--- src/hw/rtl/pulse_run_merger_core_assert.svh ---
// Assertion macros shared by the pulse run merger RTL.
`ifndef PULSE_RUN_MERGER_CORE_ASSERT_SVH
`define PULSE_RUN_MERGER_CORE_ASSERT_SVH

// Same-cycle implication, disabled in reset.
`define PRM_ASSERT_IMPL(label, clk, rst, ante, cons, msg) \
   label: assert property (@(posedge clk) disable iff (rst) (ante) |-> (cons)) \
      else $error(msg);

// Next-cycle implication, disabled in reset.
`define PRM_ASSERT_NEXT(label, clk, rst, ante, cons, msg) \
   label: assert property (@(posedge clk) disable iff (rst) (ante) |=> (cons)) \
      else $error(msg);

`endif

--- src/hw/rtl/prm_pkg.sv ---
// Shared types and constants of the pulse run merger.
package prm_pkg;

   localparam int TICK_WIDTH = 15;
   localparam int RUN_W      = 32;
   localparam int DIVD_W     = RUN_W + 4;           // run_ticks * 10
   localparam int DIVS_W     = 10;
   localparam int DIV_CNT_W  = $clog2(DIVD_W);
   localparam int IDLE_W     = 16;
   localparam int PULSE_W    = 32;
   localparam int ADDR_W     = 4;
   localparam int DATA_W     = 32;

   // register indexes (byte address / 4)
   localparam logic [1:0] REG_TICKS    = 2'd0;
   localparam logic [1:0] REG_INVERTED = 2'd1;
   localparam logic [1:0] REG_IDLE     = 2'd2;

   localparam logic [DIVS_W-1:0] TICKS_RESET = 10'd10;
   localparam logic [IDLE_W-1:0] IDLE_RESET  = 16'd10000;

   localparam logic [DIVD_W-1:0]  US_MAX     = DIVD_W'(32'h7FFF_FFFF);
   localparam logic [PULSE_W-2:0] US_MAX_MAG = '1;

   // which part of the item the sequencer is working on
   localparam logic [1:0] STEP_FIRST  = 2'd0;
   localparam logic [1:0] STEP_SECOND = 2'd1;
   localparam logic [1:0] STEP_FLUSH  = 2'd2;

   typedef logic [TICK_WIDTH-1:0] ticks_type;

   typedef struct packed {
      logic [DIVS_W-1:0] ticks_per_ten_us;
      logic              inverted;
      logic [IDLE_W-1:0] idle_us;
   } cfg_type;

   typedef struct packed {
      logic              start;
      logic [DIVD_W-1:0] dividend;
      logic [DIVS_W-1:0] divisor;
   } div_req_type;

   typedef struct packed {
      logic              busy;
      logic              done;
      logic [DIVD_W-1:0] quotient;
   } div_rsp_type;

   typedef enum logic [2:0] {
      ST_IDLE,
      ST_HALF,
      ST_FLUSH,
      ST_DIV,
      ST_PUSH_RUN,
      ST_TAIL,
      ST_PUSH_IDLE
   } state_type;

endpackage

--- src/hw/rtl/prm_channels_if.sv ---
// Valid/ready channel interfaces for items and results.
interface prm_req_if;
   logic                valid;
   logic                ready;
   logic                first_level;
   prm_pkg::ticks_type  first_ticks;
   logic                second_level;
   prm_pkg::ticks_type  second_ticks;
   logic                end_of_buffer;

   modport source (output valid, first_level, first_ticks, second_level, second_ticks,
                   end_of_buffer, input ready);
   modport sink   (input valid, first_level, first_ticks, second_level, second_ticks,
                   end_of_buffer, output ready);
endinterface

interface prm_rsp_if;
   logic                                valid;
   logic                                ready;
   logic signed [prm_pkg::PULSE_W-1:0]  pulse_us;
   logic                                frame_done;

   modport source (output valid, pulse_us, frame_done, input ready);
   modport sink   (input valid, pulse_us, frame_done, output ready);
endinterface

--- src/hw/rtl/prm_csr.sv ---
// APB-style configuration registers of the pulse run merger.
module prm_csr (
   input  logic                          clock,
   input  logic                          reset,
   input  logic                          psel,
   input  logic                          penable,
   input  logic                          pwrite,
   input  logic [prm_pkg::ADDR_W-1:0]    paddr,
   input  logic [prm_pkg::DATA_W-1:0]    pwdata,
   output logic [prm_pkg::DATA_W-1:0]    prdata,
   output logic                          pready,
   output prm_pkg::cfg_type              cfg
);

   logic [prm_pkg::DIVS_W-1:0] ticks_ff, ticks_in;
   logic                       inv_ff, inv_in;
   logic [prm_pkg::IDLE_W-1:0] idle_ff, idle_in;
   logic                       wr_en;
   logic [1:0]                 reg_idx;

   assign pready  = 1'b1;
   assign wr_en   = psel & penable & pwrite;
   assign reg_idx = paddr[3:2];

   always_comb begin
      ticks_in = ticks_ff;
      inv_in   = inv_ff;
      idle_in  = idle_ff;
      if (wr_en) begin
         unique case (reg_idx)
            prm_pkg::REG_TICKS:    ticks_in = pwdata[prm_pkg::DIVS_W-1:0];
            prm_pkg::REG_INVERTED: inv_in   = pwdata[0];
            prm_pkg::REG_IDLE:     idle_in  = pwdata[prm_pkg::IDLE_W-1:0];
            default: ;             // unmapped: write dropped
         endcase
      end
   end

   always_comb begin
      unique case (reg_idx)
         prm_pkg::REG_TICKS:
            prdata = {{(prm_pkg::DATA_W-prm_pkg::DIVS_W){1'b0}}, ticks_ff};
         prm_pkg::REG_INVERTED:
            prdata = {{(prm_pkg::DATA_W-1){1'b0}}, inv_ff};
         prm_pkg::REG_IDLE:
            prdata = {{(prm_pkg::DATA_W-prm_pkg::IDLE_W){1'b0}}, idle_ff};
         default:
            prdata = '0;
      endcase
   end

   always_ff @(posedge clock) begin
      if (reset) begin
         ticks_ff <= prm_pkg::TICKS_RESET;
         inv_ff   <= 1'b0;
         idle_ff  <= prm_pkg::IDLE_RESET;
      end else begin
         ticks_ff <= ticks_in;
         inv_ff   <= inv_in;
         idle_ff  <= idle_in;
      end
   end

   assign cfg.ticks_per_ten_us = ticks_ff;
   assign cfg.inverted         = inv_ff;
   assign cfg.idle_us          = idle_ff;

endmodule

--- src/hw/rtl/prm_div.sv ---
// Restoring divider, one quotient bit per cycle.
module prm_div (
   input  logic                 clock,
   input  logic                 reset,
   input  prm_pkg::div_req_type req,
   output prm_pkg::div_rsp_type rsp
);

   localparam logic [prm_pkg::DIV_CNT_W-1:0] CNT_LAST =
      prm_pkg::DIV_CNT_W'(prm_pkg::DIVD_W - 1);

   logic                              busy_ff, busy_in;
   logic                              done_ff, done_in;
   logic [prm_pkg::DIV_CNT_W-1:0]     cnt_ff, cnt_in;
   logic [prm_pkg::DIVS_W-1:0]        rem_ff, rem_in;
   logic [prm_pkg::DIVS_W-1:0]        dvs_ff, dvs_in;
   logic [prm_pkg::DIVD_W-1:0]        quo_ff, quo_in;
   logic [prm_pkg::DIVS_W:0]          shifted;
   logic [prm_pkg::DIVS_W+1:0]        trial;
   logic                              fits;

   // partial remainder stays below the divisor, so DIVS_W bits hold it
   assign shifted = {rem_ff, quo_ff[prm_pkg::DIVD_W-1]};
   assign trial   = {1'b0, shifted} - {2'b00, dvs_ff};
   assign fits    = ~trial[prm_pkg::DIVS_W+1];

   always_comb begin
      busy_in = busy_ff;
      done_in = 1'b0;
      cnt_in  = cnt_ff;
      rem_in  = rem_ff;
      dvs_in  = dvs_ff;
      quo_in  = quo_ff;
      if (req.start) begin
         busy_in = 1'b1;
         cnt_in  = '0;
         rem_in  = '0;
         quo_in  = req.dividend;
         dvs_in  = (req.divisor == '0) ? prm_pkg::DIVS_W'(1) : req.divisor;
      end else if (busy_ff) begin
         rem_in = fits ? trial[prm_pkg::DIVS_W-1:0] : shifted[prm_pkg::DIVS_W-1:0];
         quo_in = {quo_ff[prm_pkg::DIVD_W-2:0], fits};
         cnt_in = cnt_ff + 1'b1;
         if (cnt_ff == CNT_LAST) begin
            busy_in = 1'b0;
            done_in = 1'b1;
         end
      end
   end

   always_ff @(posedge clock) begin
      if (reset) begin
         busy_ff <= 1'b0;
         done_ff <= 1'b0;
         cnt_ff  <= '0;
      end else begin
         busy_ff <= busy_in;
         done_ff <= done_in;
         cnt_ff  <= cnt_in;
      end
   end

   always_ff @(posedge clock) begin
      rem_ff <= rem_in;
      dvs_ff <= dvs_in;
      quo_ff <= quo_in;
   end

   assign rsp.busy     = busy_ff;
   assign rsp.done     = done_ff;
   assign rsp.quotient = quo_ff;

endmodule

--- src/hw/rtl/pulse_run_merger_core.sv ---
// Pulse run merger top level: sequencer, run state and result register.
//
// Merges receiver items (two level/tick halves each) into runs and reports each finished
// run as a signed duration in microseconds: ticks*10/ticks_per_ten_us, saturated to
// 2^31-1, positive for high and negative for low (sign flipped when inverted is set).
// An item with end_of_buffer flushes the open run; a buffer that produced any result
// is closed by -idle_us with frame_done set. Items are taken one at a time: req ready
// is high only while the sequencer is idle and out of reset. An item takes its halves in
// turn, then the flush and tail on end of buffer, then the idle result when it goes out,
// plus a conversion for each run it closes (at most three): every conversion goes through
// one shared restoring divider that produces one quotient bit per cycle over the 36-bit
// dividend, and the result register is loaded once the divide state ends. A stalled
// receiver adds its stall to each result push. Results leave through an output register,
// so the divider keeps working while a result waits to be taken. No clearing pass after
// reset.
`include "pulse_run_merger_core_assert.svh"

module pulse_run_merger_core (
   input  logic                       clock,
   input  logic                       reset,
   prm_req_if.sink                    req_bus,
   prm_rsp_if.source                  rsp_bus,
   input  logic                       csr_psel,
   input  logic                       csr_penable,
   input  logic                       csr_pwrite,
   input  logic [prm_pkg::ADDR_W-1:0] csr_paddr,
   input  logic [prm_pkg::DATA_W-1:0] csr_pwdata,
   output logic [prm_pkg::DATA_W-1:0] csr_prdata,
   output logic                       csr_pready
);

   prm_pkg::cfg_type     cfg;
   prm_pkg::div_req_type div_req;
   prm_pkg::div_rsp_type div_rsp;

   prm_csr u_csr (
      .clock   (clock),
      .reset   (reset),
      .psel    (csr_psel),
      .penable (csr_penable),
      .pwrite  (csr_pwrite),
      .paddr   (csr_paddr),
      .pwdata  (csr_pwdata),
      .prdata  (csr_prdata),
      .pready  (csr_pready),
      .cfg     (cfg)
   );

   prm_div u_div (
      .clock (clock),
      .reset (reset),
      .req   (div_req),
      .rsp   (div_rsp)
   );

   // ---- state ----
   prm_pkg::state_type          state_ff, state_in;
   logic [1:0]                  step_ff, step_in;
   logic                        run_level_ff, run_level_in;
   logic [prm_pkg::RUN_W-1:0]   run_ticks_ff, run_ticks_in;
   logic                        emitted_ff, emitted_in;
   logic                        pend_level_ff, pend_level_in;   // level of run in divider
   logic                        rsp_valid_ff, rsp_valid_in;
   logic [prm_pkg::PULSE_W-1:0] rsp_pulse_ff, rsp_pulse_in;
   logic                        rsp_done_ff, rsp_done_in;

   // latched item
   logic                first_level_ff, second_level_ff, eob_ff;
   prm_pkg::ticks_type  first_ticks_ff, second_ticks_ff;

   // ---- datapath helpers ----
   logic                        req_xfer;
   logic                        out_free;
   logic                        cur_level;
   prm_pkg::ticks_type          cur_ticks;
   logic                        half_live;      // nonzero half
   logic                        half_closes;    // closes a nonempty run
   logic [prm_pkg::RUN_W:0]     run_sum;
   logic [prm_pkg::RUN_W-1:0]   run_sum_sat;
   logic [prm_pkg::PULSE_W-1:0] run_mag;
   logic [prm_pkg::PULSE_W-1:0] run_value;
   logic [prm_pkg::PULSE_W-1:0] idle_value;
   prm_pkg::state_type          after_half;

   assign req_bus.ready = (state_ff == prm_pkg::ST_IDLE) & ~reset;
   assign req_xfer      = req_bus.valid & req_bus.ready;
   assign out_free      = ~rsp_valid_ff | rsp_bus.ready;

   assign cur_level   = (step_ff == prm_pkg::STEP_SECOND) ? second_level_ff : first_level_ff;
   assign cur_ticks   = (step_ff == prm_pkg::STEP_SECOND) ? second_ticks_ff : first_ticks_ff;
   assign half_live   = (cur_ticks != '0);
   assign half_closes = half_live & (cur_level != run_level_ff) & (run_ticks_ff != '0);

   // same-level half: saturating add to the open run
   assign run_sum     = {1'b0, run_ticks_ff}
                      + {{(prm_pkg::RUN_W+1-prm_pkg::TICK_WIDTH){1'b0}}, cur_ticks};
   assign run_sum_sat = run_sum[prm_pkg::RUN_W] ? '1 : run_sum[prm_pkg::RUN_W-1:0];

   // divider quotient -> clamped magnitude -> signed value
   assign run_mag   = (div_rsp.quotient > prm_pkg::US_MAX)
                    ? {1'b0, prm_pkg::US_MAX_MAG}
                    : {1'b0, div_rsp.quotient[prm_pkg::PULSE_W-2:0]};
   assign run_value = (pend_level_ff ^ cfg.inverted) ? run_mag : (~run_mag + 1'b1);
   assign idle_value = ~{{(prm_pkg::PULSE_W-prm_pkg::IDLE_W){1'b0}}, cfg.idle_us} + 1'b1;

   // where to go once the current half is fully handled
   always_comb begin
      priority if (step_ff == prm_pkg::STEP_FIRST) begin
         after_half = prm_pkg::ST_HALF;
      end else if (eob_ff) begin
         after_half = prm_pkg::ST_FLUSH;
      end else begin
         after_half = prm_pkg::ST_IDLE;
      end
   end

   // ---- next state ----
   always_comb begin
      state_in = state_ff;
      unique case (state_ff)
         prm_pkg::ST_IDLE:
            if (req_xfer) state_in = prm_pkg::ST_HALF;
         prm_pkg::ST_HALF:
            state_in = half_closes ? prm_pkg::ST_DIV : after_half;
         prm_pkg::ST_FLUSH:
            state_in = (run_ticks_ff != '0) ? prm_pkg::ST_DIV : prm_pkg::ST_TAIL;
         prm_pkg::ST_DIV:
            if (div_rsp.done) state_in = prm_pkg::ST_PUSH_RUN;
         prm_pkg::ST_PUSH_RUN:
            if (out_free) begin
               state_in = (step_ff == prm_pkg::STEP_FLUSH) ? prm_pkg::ST_TAIL : after_half;
            end
         prm_pkg::ST_TAIL:
            state_in = emitted_ff ? prm_pkg::ST_PUSH_IDLE : prm_pkg::ST_IDLE;
         prm_pkg::ST_PUSH_IDLE:
            if (out_free) state_in = prm_pkg::ST_IDLE;
         default:
            state_in = prm_pkg::ST_IDLE;
      endcase
   end

   // ---- outputs and run-state updates ----
   always_comb begin
      step_in          = step_ff;
      run_level_in     = run_level_ff;
      run_ticks_in     = run_ticks_ff;
      emitted_in       = emitted_ff;
      pend_level_in    = pend_level_ff;
      rsp_valid_in     = rsp_valid_ff & ~rsp_bus.ready;
      rsp_pulse_in     = rsp_pulse_ff;
      rsp_done_in      = rsp_done_ff;
      div_req.start    = 1'b0;
      // dividend = run_ticks * 10 as shift-add
      div_req.dividend = {1'b0, run_ticks_ff, 3'b000} + {3'b000, run_ticks_ff, 1'b0};
      div_req.divisor  = cfg.ticks_per_ten_us;

      unique case (state_ff)
         prm_pkg::ST_IDLE:
            if (req_xfer) step_in = prm_pkg::STEP_FIRST;
         prm_pkg::ST_HALF: begin
            if (half_live) begin
               if (cur_level == run_level_ff) begin
                  run_ticks_in = run_sum_sat;
               end else begin
                  // old run goes to the divider, the half opens a new one
                  if (run_ticks_ff != '0) begin
                     div_req.start = 1'b1;
                     pend_level_in = run_level_ff;
                  end
                  run_level_in = cur_level;
                  run_ticks_in = {{(prm_pkg::RUN_W-prm_pkg::TICK_WIDTH){1'b0}}, cur_ticks};
               end
            end
            if (!half_closes && step_ff == prm_pkg::STEP_FIRST) step_in = prm_pkg::STEP_SECOND;
         end
         prm_pkg::ST_FLUSH: begin
            step_in = prm_pkg::STEP_FLUSH;
            if (run_ticks_ff != '0) begin
               div_req.start = 1'b1;
               pend_level_in = run_level_ff;
            end
         end
         prm_pkg::ST_DIV: ;
         prm_pkg::ST_PUSH_RUN:
            if (out_free) begin
               rsp_valid_in = 1'b1;
               rsp_pulse_in = run_value;
               rsp_done_in  = 1'b0;
               emitted_in   = 1'b1;
               if (step_ff == prm_pkg::STEP_FIRST) step_in = prm_pkg::STEP_SECOND;
            end
         prm_pkg::ST_TAIL:
            if (!emitted_ff) begin
               run_level_in = 1'b0;
               run_ticks_in = '0;
            end
         prm_pkg::ST_PUSH_IDLE:
            if (out_free) begin
               rsp_valid_in = 1'b1;
               rsp_pulse_in = idle_value;
               rsp_done_in  = 1'b1;
               run_level_in = 1'b0;
               run_ticks_in = '0;
               emitted_in   = 1'b0;
            end
         default: ;
      endcase
   end

   always_ff @(posedge clock) begin
      if (reset) begin
         state_ff     <= prm_pkg::ST_IDLE;
         step_ff      <= prm_pkg::STEP_FIRST;
         run_level_ff <= 1'b0;
         run_ticks_ff <= '0;
         emitted_ff   <= 1'b0;
         rsp_valid_ff <= 1'b0;
      end else begin
         state_ff     <= state_in;
         step_ff      <= step_in;
         run_level_ff <= run_level_in;
         run_ticks_ff <= run_ticks_in;
         emitted_ff   <= emitted_in;
         rsp_valid_ff <= rsp_valid_in;
      end
   end

   // payload: no reset needed
   always_ff @(posedge clock) begin
      pend_level_ff <= pend_level_in;
      rsp_pulse_ff  <= rsp_pulse_in;
      rsp_done_ff   <= rsp_done_in;
      if (req_xfer) begin
         first_level_ff  <= req_bus.first_level;
         first_ticks_ff  <= req_bus.first_ticks;
         second_level_ff <= req_bus.second_level;
         second_ticks_ff <= req_bus.second_ticks;
         eob_ff          <= req_bus.end_of_buffer;
      end
   end

   assign rsp_bus.valid      = rsp_valid_ff;
   assign rsp_bus.pulse_us   = rsp_pulse_ff;
   assign rsp_bus.frame_done = rsp_done_ff;

   // ---- checks ----
   `PRM_ASSERT_IMPL(a_div_start_free, clock, reset, div_req.start, !div_rsp.busy,
                    "divider started while busy")
   `PRM_ASSERT_IMPL(a_idle_needs_emit, clock, reset, state_ff == prm_pkg::ST_PUSH_IDLE,
                    emitted_ff, "idle result pending for a buffer with no run")
   `PRM_ASSERT_IMPL(a_no_xfer_mid_div, clock, reset, req_xfer, !div_rsp.busy,
                    "item transfer while a conversion is running")
   `PRM_ASSERT_NEXT(a_idle_clears_run, clock, reset,
                    state_ff == prm_pkg::ST_PUSH_IDLE && out_free,
                    run_ticks_ff == '0 && !emitted_ff && !run_level_ff,
                    "run state not cleared after buffer close")

endmodule

--- src/flat_wrapper.sv ---
// flat-port wrapper written by rule: the top's interface ports become plain ports
module pulse_run_merger_core_flat 
  (clock, reset, csr_psel, csr_penable, csr_pwrite, csr_paddr, csr_pwdata, csr_prdata, csr_pready, req_bus_valid, req_bus_first_level, req_bus_first_ticks, req_bus_second_level, req_bus_second_ticks, req_bus_end_of_buffer, req_bus_ready, rsp_bus_valid, rsp_bus_pulse_us, rsp_bus_frame_done, rsp_bus_ready);
  prm_req_if req_bus_i ();
  prm_rsp_if rsp_bus_i ();
  input  logic clock;
  input  logic reset;
  input  logic csr_psel;
  input  logic csr_penable;
  input  logic csr_pwrite;
  input  logic [prm_pkg::ADDR_W-1:0] csr_paddr;
  input  logic [prm_pkg::DATA_W-1:0] csr_pwdata;
  output logic [prm_pkg::DATA_W-1:0] csr_prdata;
  output logic csr_pready;
  input wire logic [$bits(req_bus_i.valid)-1:0] req_bus_valid;
  input wire logic [$bits(req_bus_i.first_level)-1:0] req_bus_first_level;
  input wire logic [$bits(req_bus_i.first_ticks)-1:0] req_bus_first_ticks;
  input wire logic [$bits(req_bus_i.second_level)-1:0] req_bus_second_level;
  input wire logic [$bits(req_bus_i.second_ticks)-1:0] req_bus_second_ticks;
  input wire logic [$bits(req_bus_i.end_of_buffer)-1:0] req_bus_end_of_buffer;
  output wire logic [$bits(req_bus_i.ready)-1:0] req_bus_ready;
  output wire logic [$bits(rsp_bus_i.valid)-1:0] rsp_bus_valid;
  output wire logic [$bits(rsp_bus_i.pulse_us)-1:0] rsp_bus_pulse_us;
  output wire logic [$bits(rsp_bus_i.frame_done)-1:0] rsp_bus_frame_done;
  input wire logic [$bits(rsp_bus_i.ready)-1:0] rsp_bus_ready;
  assign req_bus_i.valid = req_bus_valid;
  assign req_bus_i.first_level = req_bus_first_level;
  assign req_bus_i.first_ticks = req_bus_first_ticks;
  assign req_bus_i.second_level = req_bus_second_level;
  assign req_bus_i.second_ticks = req_bus_second_ticks;
  assign req_bus_i.end_of_buffer = req_bus_end_of_buffer;
  assign req_bus_ready = req_bus_i.ready;
  assign rsp_bus_valid = rsp_bus_i.valid;
  assign rsp_bus_pulse_us = rsp_bus_i.pulse_us;
  assign rsp_bus_frame_done = rsp_bus_i.frame_done;
  assign rsp_bus_i.ready = rsp_bus_ready;
  pulse_run_merger_core u_core (.clock(clock), .reset(reset), .req_bus(req_bus_i), .rsp_bus(rsp_bus_i), .csr_psel(csr_psel), .csr_penable(csr_penable), .csr_pwrite(csr_pwrite), .csr_paddr(csr_paddr), .csr_pwdata(csr_pwdata), .csr_prdata(csr_prdata), .csr_pready(csr_pready));
endmodule
--- config.mk ---
export PLATFORM = sky130hd
export DESIGN_NAME = pulse_run_merger_core_flat
export DESIGN_NICKNAME = d
export VERILOG_FILES = /design/src/hw/rtl/prm_pkg.sv /design/src/hw/rtl/prm_channels_if.sv /design/src/hw/rtl/prm_csr.sv /design/src/hw/rtl/prm_div.sv /design/src/hw/rtl/pulse_run_merger_core.sv /design/src/flat_wrapper.sv
export VERILOG_INCLUDE_DIRS = /design/src /design/src/hw/rtl
export SDC_FILE = /design/constraint.sdc
export NUM_CORES = 1
export LEC_CHECK = 0
export BUFFER_PORTS_ARGS = -buffer_cell sky130_fd_sc_hd__buf_4
export CAP_MARGIN = 15
export CORE_MARGIN = 2
export CORE_UTILIZATION = 55
export DETAILED_ROUTE_END_ITERATION = 8
export PLACE_DENSITY_LB_ADDON = 0.2
export SLEW_MARGIN = 20
export SYNTH_ARGS = -nofsm -noshare
export SYNTH_HDL_FRONTEND = slang
export SYNTH_SLANG_ARGS = --single-unit
--- constraint.sdc ---
create_clock -name clock -period 8.5 [get_ports clock]
set_input_delay 0.85 -clock clock [delete_from_list [all_inputs] [get_ports clock]]
set_output_delay 0.85 -clock clock [all_outputs]
set_load 0.1 [all_outputs]
==> summary.txt, run 1 <==
Timing
  – # setup viols final: 0
  – Clk_skew: 0.0144 ns
  – Fin crit share: 0.559
  – Final hold violations: 0
  – Crit path time final: 4.75 ns
  – Slew Limit Fails: 0
  – Worst Tran Pin Value: 1.13 ns
  – RSZ-0062 raised after global routing: no
  – FMAX: around 0.21 GHz
  – Max transition margin: 0.246
  – Final setup TNS: 0 ns
  – Final worst setup slack: 3.75 ns

Synth
  – Number of synthesized flops with an enable pin: between 100 and 150
  – #FFs+latches synth: 198
  – Post-synthesis compound-gate area fraction: 0.198
  – Post-synthesis mux area share: 0.0408
  – Synth Area in XOR/XNOR: 0.0537
  – Synthesized instance count: 1376
  – Largest family of logic cells by synthesized area: compound AO/OA/AOI/OAI gates
  – Synth warnings: 0
  – Simple-gate share of the synthesized area: 0.180
  – Synth cell types: 69
  – Async SR Flop Fraction: 0
  – Synth top area share: 0.278
  – Synth Area per Inst: 8.88 um2
  – Synth area leader: edfxtp_1
  – Cell Area, Synth: 12200 um2
  – Synth Area in Adders: 0.0653
  – Post-synth top flop: edfxtp_1
  – Top area cells in the synthesized netlist: edfxtp_1 28%, dfxtp_1 14%, ha_1 6.0%
  – Register area share after synthesis: 0.417

Layout
  – NumNets Final: 1583
  – Layout cells sized above 1: 0.123
  – Final core utilization: 0.629
  – Area Growth Syn to Fin: 12.4%
  – Diodes inserted: 0
  – Fin cells: between 1.5k and 2k

Route
  – Antenna violation net count after detailed routing: 0
  – Wire per inst: 16.4 um
  – Drt via density: slightly below 6
  – DRC: 0
  – DRT iter0 DRCs: approximately 650
  – Router iterations before antenna repair: 5
  – Final wirelength: roughly 28000 um
  – Via count: 10.2k

GRT
  – M3 GR Usage: 0.0354
  – Grt met1 use: 0.336
  – Met2 Use GR: 0.392
  – Grt peak-use layer: met2
  – First-pass GRT wire length: 47300 um
  – Total gr overflow: 0
  – Largest net degree at the start of global routing: 81
  – Initial antenna violation count: 0
  – Vias in the first global route: 9664
  – Total GRT Usage: 0.242

Worst setup path
  – Crit Path Category: reg -> reg
  – CP Launch Type: register
  – Critical Path AT: 5.10 ns
  – Critical Path Fanout Max: 17
  – Worst Path Required: 8.85 ns
  – Worst Setup End Kind: register

Power and ir drop
  – P per Cell Area: 224 nW/um2
  – Static Leak: approximately 5.5 nW
  – VDD IR max: roughly 0.15 mV

Floorplan
  – CORE AREA: 21800 um2
  – Rows: 54
  – Initial core utilization: 0.560
  – Die Ht: 153 um
  – Ports: 144
  – Die width: about 150 um
  – Die area: 23400 um2

Clock network
  – CTS hold repair buffers: 0
  – Postcts setup bufs: 0
  – Clock buffer depth: 2
  – Clock latency on the worst-skew pair: roughly 0.44 ns
  – CTS resizes: 0
  – Clock slew at reported path FFs: 0.08 ns
  – Total CTS buffers: 17
  – CTS tree: yes
  – Htree depth: 4
  – Sink Count: 198
  – Clock Tree Root: clkbuf_16

Placed design
  – DP Worst Slack: approximately 3.9 ns
  – Dpl cells: 1706
  – Gpl congestion: 0.889
  – Port bufs: 108
  – HPWL after DPL: 20700 um

Flow run
  – MaxCap Viol Count: 0

Outcome
  – Status: finished, final reports clean

Worst hold path
  – Worst hold path class: reg -> reg
==> metal layers <==
layer  vias to the layer above  share of wire
met4                         0          0.017
met5                         -              0
met3                        29          0.050
met2                       309           0.47
met1                      4778           0.47
li1                       5129              -
==> flip-flops by register name, indices dropped and copies added, names as in the netlist, 2 cells and up <==
register and cells:
u_core.first_ticks_ff 15, u_core.rsp_bus.pulse_us 32, u_core.run_ticks_ff 32, u_core.second_ticks_ff 15
u_core.state_ff 3, u_core.step_ff 2, u_core.u_csr.idle_ff 16, u_core.u_csr.ticks_ff 10
u_core.u_div.cnt_ff 6, u_core.u_div.dvs_ff 10, u_core.u_div.quo_ff 36, u_core.u_div.rem_ff 10
==> path summary, 6_finish.rpt <==
kind / from / end / slack (ns) / depth (start not counted)
max reg2reg: u_core.step_ff[1] / u_core.run_ticks_ff[2] / 3.75 / 14
min reg2reg: u_core.u_div.rem_ff[1] / u_core.u_div.rem_ff[1] / 0.50 / 2
max: u_core.step_ff[1] / u_core.run_ticks_ff[2] / 3.75 / 14
min: u_core.u_div.rem_ff[1] / u_core.u_div.rem_ff[1] / 0.50 / 2
==> layout by cell type, fill, tap and decap left out, drive strengths merged, types with 7 or more instances in the layout <==
cell | Yosys | routed
a211o | 8 | 8
a211oi | 8 | 8
a21o | 24 | 24
a21oi | 99 | 99
a31oi | 13 | 13
and2 | 9 | 9
and3 | 9 | 9
buf | 32 | 117
clkbuf | 50 | 19
conb | 2 | 17
dfxtp | 85 | 85
edfxtp | 113 | 113
ha | 59 | 59
inv | 42 | 48
mux2 | 15 | 15
mux2i | 33 | 33
nand2 | 160 | 160
nand2b | 17 | 17
nand3 | 26 | 26
nand4 | 11 | 11
nor2 | 131 | 131
nor2b | 12 | 12
nor3 | 39 | 39
nor4 | 27 | 27
o211ai | 13 | 13
o21a | 12 | 12
o21ai | 137 | 137
o31ai | 17 | 17
or2 | 7 | 7
or3 | 9 | 9
xnor2 | 33 | 33
xor2 | 42 | 42
==> critical path: stages (launching register included) <==
cell and delay, ns:
dfxtp_1 0.44, nand2b_1 0.68, mux2_2 0.34, ha_1 0.18, inv_1 0.06, fa_1 0.40, nor2b_1 0.12, o21ai_0 0.10
a21boi_0 0.46, o211ai_1 0.24, o221ai_1 0.37, a21o_1 0.40, a31oi_1 0.37, a211o_1 0.37, a21oi_1 0.14
==> power breakdown <==
part,switching [mW],internal (mW)
Sequential,0.131,1.19
Combinational,0.587,0.370
Clock,0.393,0.409
Total,1.11,1.97
==> synth_stat cells, drive strengths merged, types with 5 or more instances <==
cell	n
xnor2	33
o21bai	6
ha	59
xor2	42
mux2i	33
o211ai	13
a21o	24
a31oi	13
nand4	11
a211o	8
a21oi	99
edfxtp	113
and3	9
or3	9
o21ai	137
nor2b	12
dfxtp	85
o21a	12
clkbuf	50
buf	32
or2	7
o31ai	17
a22o	5
nand2	160
nor2	131
nand2b	17
and2	9
nand3	26
o41ai	5
or4	5
nor3b	5
inv	42
nor4	27
mux2	15
a211oi	8
nor3	39
==> final cells by class <==
type / count / area [um2]
multi-input combinational: 1069 / 6660
clock buffer: 19 / 454
timing repair buffer: 117 / 878
inverter: 42 / 158
clock inverter: 13 / 136
sequential: 198 / 5090
fill: 1856 / 8090
tap: 280 / 350
==> stage by stage <==
stage / area [um2] / hold slack, ns / total power, mW
after floorplan: 12300 / 0.445 / 2.06
after global routing: 13700 / 0.528 / 3.26
after global placement: 13100 / 0.462 / 2.26
after CTS: 13700 / 0.496 / 3.08
after detailed placement: 13100 / 0.487 / 2.28
final: 13700 / 0.502 / 3.08
==> logic make-up after synthesis <==
kind of cell	count (synthesis)
AO/OA/AOI/OAI	392
XOR/XNOR	75
adder cells (fa/ha/maj)	62
buffers and inverters	124
flip-flops	198
multiplexers	48
other	2
AND/OR/NAND/NOR	475
No activity file was read; power rests on OpenSTA's default activity.
==> run 2, diff against run 1 <==
- clock period: 8.5 -> 4.56 ns (I/O delays scaled with it)
==> run 2 against run 1 <==
Compared with the run above: first-iteration DRC count increased by 28%; fmax up 17%; flip-flop and latch count stayed put; via count increased by 0.27%; combinational power grew 88%; count of clock-buffer cells in the layout did not move.
==> summary.txt, run 2 (synthesis gave the netlist of run 1 again) <==
Placed design
  – Port bufs: 108 (unchanged)
  – HPWL after DPL: 20900 um (was 20700 um)
  – Gpl congestion: 0.860 (was 0.889)

Route
  – DRC: 0 (unchanged)
  – Final wirelength: 28400 um (about the same)
  – Via count: 10.3k (was 10.2k)
  – Antenna violation net count after detailed routing: 0 (unchanged)
  – DRT iter0 DRCs: 824 (was 646)
  – Router iterations before antenna repair: 7 (was 5)
  – Drt via density: 5.88 (was 5.89)
  – Wire per inst: 16.2 um (was 16.4 um)

Layout
  – Area Growth Syn to Fin: 13.1% (was 12.4%)
  – Max reg flops: 36 (unchanged)
  – Fillers: 1784 (was 1856)
  – NumNets Final: 1593 (was 1583)
  – Commonest non-fill, non-tap cells in the layout: 160 x nand2_1, 133 x o21ai_0, 131 x nor2_1 (unchanged)
  – Top reg by flops: u_core.u_div.quo_ff (unchanged)
  – Layout cells sized above 1: 0.130 (was 0.123)
  – Commonest non-fill, non-tap cell in the layout: nand2_1 (unchanged)
  – Area of the multi-input gates: 6670 um2 (was 6660 um2)
  – Diodes inserted: 0 (unchanged)
  – Final core utilization: 0.634 (was 0.629)
  – Seq. cell area: 5090 um2 (unchanged)

Flow run
  – MaxCap Viol Count: 0 (unchanged)

Clock network
  – Clock latency on the worst-skew pair: 0.44 ns (about the same)
  – Htree depth: 4 (unchanged)
  – Clock Tree Root: clkbuf_16 (unchanged)
  – Postcts setup bufs: 0 (unchanged)
  – Sink Count: 198 (unchanged)
  – Clock slew at reported path FFs: 0.08 ns (about the same)
  – CTS resizes: 0 (unchanged)
  – CTS tree: yes (unchanged)
  – Total CTS buffers: 17 (unchanged)
  – Clock buffer depth: 2 (unchanged)
  – CTS hold repair buffers: 0 (unchanged)

Power and ir drop
  – P per Cell Area: 417 nW/um2 (was 224 nW/um2)
  – Static Leak: 5.54 nW (was 5.48 nW)
  – VDD IR max: 0.260 mV (was 0.154 mV)

Timing
  – Final hold violations: 0 (unchanged)
  – RSZ-0062 raised after global routing: no (unchanged)
  – Final setup TNS: 0 ns (unchanged)
  – Slew Limit Fails: 0 (unchanged)
  – Worst Tran Pin Value: 1.13 ns (about the same)
  – Fin crit share: 0.893 (was 0.559)
  – Crit path time final: 4.07 ns (was 4.75 ns)
  – Min Hold Slack: 0.183 ns (was 0.502 ns)
  – Max transition margin: 0.242 (was 0.246)
  – Clk_skew: 0.0171 ns (was 0.0144 ns)
  – FMAX: 0.246 GHz (was 0.210 GHz)
  – # setup viols final: 0 (unchanged)

Floorplan
  – Die width: 153 um (unchanged)
  – Ports: 144 (unchanged)
  – Rows: 54 (unchanged)
  – CORE AREA: 21800 um2 (unchanged)
  – Initial core utilization: 0.560 (unchanged)
  – Die Ht: 153 um (unchanged)
  – Die area: 23400 um2 (unchanged)

GRT
  – Total gr overflow: 0 (unchanged)
  – First-pass GRT wire length: 47400 um (was 47300 um)
  – Vias in the first global route: 9724 (was 9664)
  – Initial antenna violation count: 0 (unchanged)
  – Total GRT Usage: 0.243 (was 0.242)
  – Largest net degree at the start of global routing: 51 (was 81)

Worst setup path
  – CP Launch Type: register (unchanged)
  – Critical Path Fanout Max: 7 (was 17)
  – Worst Path Required: 4.89 ns (was 8.85 ns)
  – Crit Path Category: reg -> reg (unchanged)
  – Worst Setup End Kind: register (unchanged)
  – Critical Path AT: 4.40 ns (was 5.10 ns)

Worst hold path
  – Worst hold path class: in -> reg (was reg -> reg)

Outcome
  – Status: finished, final reports clean (unchanged)
## run 2: final timing paths
| path | startpoint | endpoint | slack (ns) | cells after the start |
|---|---|---|---|---|
| max | u_core.step_ff[1] | u_core.run_ticks_ff[8] | 0.49 | 14 |
| min | req_bus_second_ticks[8] | u_core.second_ticks_ff[8] | 0.18 | 1 |
| max reg2reg | u_core.step_ff[1] | u_core.run_ticks_ff[8] | 0.49 | 14 |
| min reg2reg | u_core.u_csr.idle_ff[15] | u_core.u_csr.idle_ff[15] | 0.49 | 2 |
## run 2: cell type report
class                   count  share of cell area
clock buffers              19              0.0321
clock inverters            13              0.0111
inverters                  42              0.0114
multi-input cells        1069               0.483
flip-flops and latches    198               0.368
well taps                 280              0.0253
repair buffers            127              0.0689
## run 2: power by group
group	switching, mW	internal, mW	total, mW	leakage [nW]
sequential	0.250	2.21	2.46	1.73
clock	0.750	0.754	1.50	0.293
combinational	1.10	0.705	1.80	3.52
total	2.10	3.67	5.77	5.54
## run 2: per-stage QoR
stage	cell area (um2)	worst slack, ns	total power [mW]	std cells
detailed placement	13200	0.587	4.28	1716
global route	13800	0.0679	6.13	1748
CTS	13800	0.533	5.77	1748
floorplan	12300	0.672	3.85	1391
finish	13800	0.489	5.77	1748
global placement	13200	0.651	4.23	1716
## run 2: critical path, stage by stage (launching register included)
cell	delay (ns)
dfxtp_1	0.42
nand2b_1	0.32
mux2_2	0.40
ha_1	0.20
inv_1	0.07
fa_1	0.20
nor2b_1	0.06
o21ai_0	0.21
a21boi_0	0.17
o211ai_1	0.32
o221ai_1	0.28
a21o_1	0.27
a31oi_1	0.63
nand2_1	0.12
a32o_1	0.28
## run 2: layer usage
| metal | part of all wire | up-vias | track usage |
|---|---|---|---|
| li1 | - | 5152 | - |
| met4 | 0.017 | 0 | 0.0661 |
| met1 | 0.46 | 4765 | 0.339 |
| met2 | 0.47 | 320 | 0.392 |
| met3 | 0.050 | 36 | 0.0414 |
| met5 | 0 | - | 0 |
==> run 3, diff against run 2 <==
- BUFFER_PORTS_ARGS: -buffer_cell sky130_fd_sc_hd__buf_4 -> unset
- DONT_BUFFER_PORTS: unset -> 1
==> run 3 against run 2 <==
Compared with the run above: wire length is 0.12% higher; first-iteration DRC count is 0.85% lower; register-to-register slack worse by 0.16 ns; power is 0.70% lower; combinational power is 4% lower; critical path depth stayed put; sequential power hardly changed; via count is 2.9% lower; clock power hardly changed; setup slack worse by 0.16 ns; clock skew is 0.0070 ns higher; sequential share of layout area is 2.2 points higher; critical path type unchanged; critical endpoint unchanged.
==> summary.txt, run 3 (synthesis gave the netlist of run 1 again) <==
Timing
  – FMAX: 0.237 GHz (was 0.246 GHz)
  – Worst Tran Pin Value: 1.15 ns (was 1.13 ns)
  – Final setup TNS: 0 ns (unchanged)
  – Fin crit share: 0.927 (was 0.893)
  – Slew Limit Fails: 0 (unchanged)
  – # setup viols final: 0 (unchanged)
  – RSZ-0062 raised after global routing: no (unchanged)
  – Crit path time final: 4.23 ns (was 4.07 ns)
  – Final hold violations: 0 (unchanged)
  – Min Hold Slack: 0.0770 ns (was 0.183 ns)
  – Max transition margin: 0.235 (was 0.242)
  – Clk_skew: 0.0241 ns (was 0.0171 ns)

Clock network
  – CTS hold repair buffers: 0 (unchanged)
  – Htree depth: 4 (unchanged)
  – CTS tree: yes (unchanged)
  – Clock slew at reported path FFs: 0.08 ns (about the same)
  – Clock buffer depth: 2 (unchanged)
  – CTS resizes: 0 (unchanged)
  – Clock Tree Root: clkbuf_16 (unchanged)
  – Clock latency on the worst-skew pair: 0.45 ns (was 0.44 ns)
  – Postcts setup bufs: 0 (unchanged)
  – Sink Count: 198 (unchanged)
  – Total CTS buffers: 17 (unchanged)

Placed design
  – Dpl cells: 1608 (was 1716)
  – Port bufs: 0 (was 108)
  – HPWL after DPL: 20800 um (was 20900 um)
  – Gpl congestion: 0.845 (was 0.860)

Route
  – DR WL met3: 1680 um (was 1410 um)
  – Antenna violation net count after detailed routing: 0 (unchanged)
  – DRC: 0 (unchanged)
  – Drt via density: 6.09 (was 5.88)
  – DRT iter0 DRCs: 817 (was 824)
  – Final wirelength: 28400 um (about the same)
  – Metal2 WL: 13300 um (was 13400 um)
  – Wire per inst: 17.3 um (was 16.2 um)
  – Router iterations before antenna repair: 5 (was 7)
  – Via count: 9980 (was 10.3k)
  – Top sig layer: met4 (unchanged)
  – Met1 Wirelength: 13000 um (was 13100 um)

Floorplan
  – Die area: 23400 um2 (unchanged)
  – Initial core utilization: 0.560 (unchanged)
  – Ports: 144 (unchanged)
  – Rows: 54 (unchanged)
  – Die Ht: 153 um (unchanged)
  – Die width: 153 um (unchanged)
  – CORE AREA: 21800 um2 (unchanged)

Worst setup path
  – Worst Path Required: 4.89 ns (about the same)
  – Cell depth of the worst setup path: 14 (unchanged)
  – Worst reg2reg startpoint: u_core.step_ff[1] (unchanged)
  – R2R depth: 14 (unchanged)
  – Max incr delay on CP: 0.70 ns (was 0.63 ns)
  – Slowest-stage cell, CP: a31oi_1 (unchanged)
  – WP buf/inv: 1 (unchanged)
  – Reg-to-reg slack, setup: 0.33 ns (was 0.49 ns)
  – Critical Path End: u_core.run_ticks_ff[8] (unchanged)
  – Worst path cell trace: nand2b_1, mux2_2, ha_1, inv_1, fa_1, nor2b_1, o21ai_0, a21boi_0, o211ai_1, o221ai_1, a21o_1, a31oi_1, nand2_1, a32o_1 (unchanged)
  – Critical Path Fanout Max: 11 (was 7)
  – Worst Setup SP: u_core.step_ff[1] (unchanged)
  – Critical Path AT: 4.56 ns (was 4.40 ns)
  – Crit Reg-Reg Endpoint: u_core.run_ticks_ff[8] (unchanged)
  – CP Launch Type: register (unchanged)
  – CP top delay family: compound AO/OA/AOI/OAI gates (unchanged)
  – Worst Setup End Kind: register (unchanged)
  – Crit Path Category: reg -> reg (unchanged)

Layout
  – Top reg by flops: u_core.u_div.quo_ff (unchanged)
  – Diodes inserted: 0 (unchanged)
  – NumNets Final: 1485 (was 1593)
  – Commonest non-fill, non-tap cell in the layout: nand2_1 (unchanged)
  – Final core utilization: 0.598 (was 0.634)
  – Commonest non-fill, non-tap cells in the layout: 160 x nand2_1, 132 x o21ai_0, 122 x nor2_1 (was 160 x nand2_1, 133 x o21ai_0, 131 x nor2_1)
  – Layout cells sized above 1: 0.0684 (was 0.130)
  – Max reg flops: 36 (unchanged)
  – Area Growth Syn to Fin: 6.74% (was 13.1%)
  – Fin cells: 1640 (was 1748)

Worst hold path
  – Worst hold path class: in -> reg (unchanged)
  – Hold Path Stages: 1 (unchanged)

Power and ir drop
  – Static Leak: 5.01 nW (was 5.54 nW)
  – Sw frac: 0.366 (was 0.364)
  – P_int: 3.63 mW (was 3.67 mW)
  – Clk network pwr share: 0.264 (was 0.261)
  – Combinational power share: 0.302 (was 0.312)
  – Power, Total: 5.73 mW (was 5.77 mW)
  – VDD IR max: 0.261 mV (was 0.260 mV)
  – Net Switching: 2.09 mW (was 2.10 mW)
  – Seq pwr share: 0.434 (was 0.427)
  – P per Cell Area: 439 nW/um2 (was 417 nW/um2)

GRT
  – Initial antenna violation count: 0 (unchanged)
  – First-pass GRT wire length: 46800 um (was 47400 um)
  – Vias in the first global route: 9519 (was 9724)
  – Total GRT Usage: 0.241 (was 0.243)
  – Total gr overflow: 0 (unchanged)
  – Largest net degree at the start of global routing: 51 (unchanged)

Flow run
  – MaxCap Viol Count: 0 (unchanged)

Outcome
  – Status: finished, final reports clean (unchanged)
run 3: cell count changes in the layout (fill, tap and decap cells not counted), sizes merged:
cell,delta
clkinv,+1
buf,-108
inv,-1
run 3: cell type report:
type / instances / area, um2
fillers: 1875 / 8780
well taps: 280 / 350
repair buffers: 19 / 143
clock inverters: 13 / 154
inverters: 42 / 158
flip-flops and latches: 198 / 5090
clock buffers: 19 / 444
multi-input cells: 1069 / 6700
run 3: per-layer routing:
metal / global-route usage / up-vias
met2: 0.402 / 326
met5: 0 / -
met1: 0.325 / 4686
li1: - / 4934
met3: 0.0442 / 34
met4: 0.0604 / 0
run 3: per-stage QoR:
stage | setup WS [ns] | cell area, um2
after detailed placement | 0.436 | 12400
after CTS | 0.393 | 13000
final | 0.334 | 13000
after floorplan | 0.672 | 12300
after global routing | 0.0316 | 13000
after global placement | 0.606 | 12400
run 3: worst min-delay path by stage:
stage / start / slack [ns] / endpoint
after global routing: reset / 0.06 / u_core.run_ticks_ff[17]
final: reset / 0.08 / u_core.run_ticks_ff[17]
after detailed placement: u_core.u_csr.idle_ff[15] / 0.46 / u_core.u_csr.idle_ff[15]
after CTS: reset / 0.07 / u_core.run_ticks_ff[17]
after global placement: u_core.u_csr.idle_ff[15] / 0.46 / u_core.u_csr.idle_ff[15]
after floorplan: u_core.u_csr.idle_ff[15] / 0.44 / u_core.u_csr.idle_ff[15]
run 3: power by group through the flow:
stage / Combinational [mW] / Sequential (mW) / Clock (mW)
6_report: 1.73 / 2.48 / 1.51
5_1_grt: 1.94 / 2.52 / 1.62
4_1_cts: 1.73 / 2.48 / 1.54
3_5_place_dp: 1.71 / 2.51 / 0
3_3_place_gp: 1.67 / 2.50 / 0
2_1_floorplan: 1.43 / 2.42 / 0
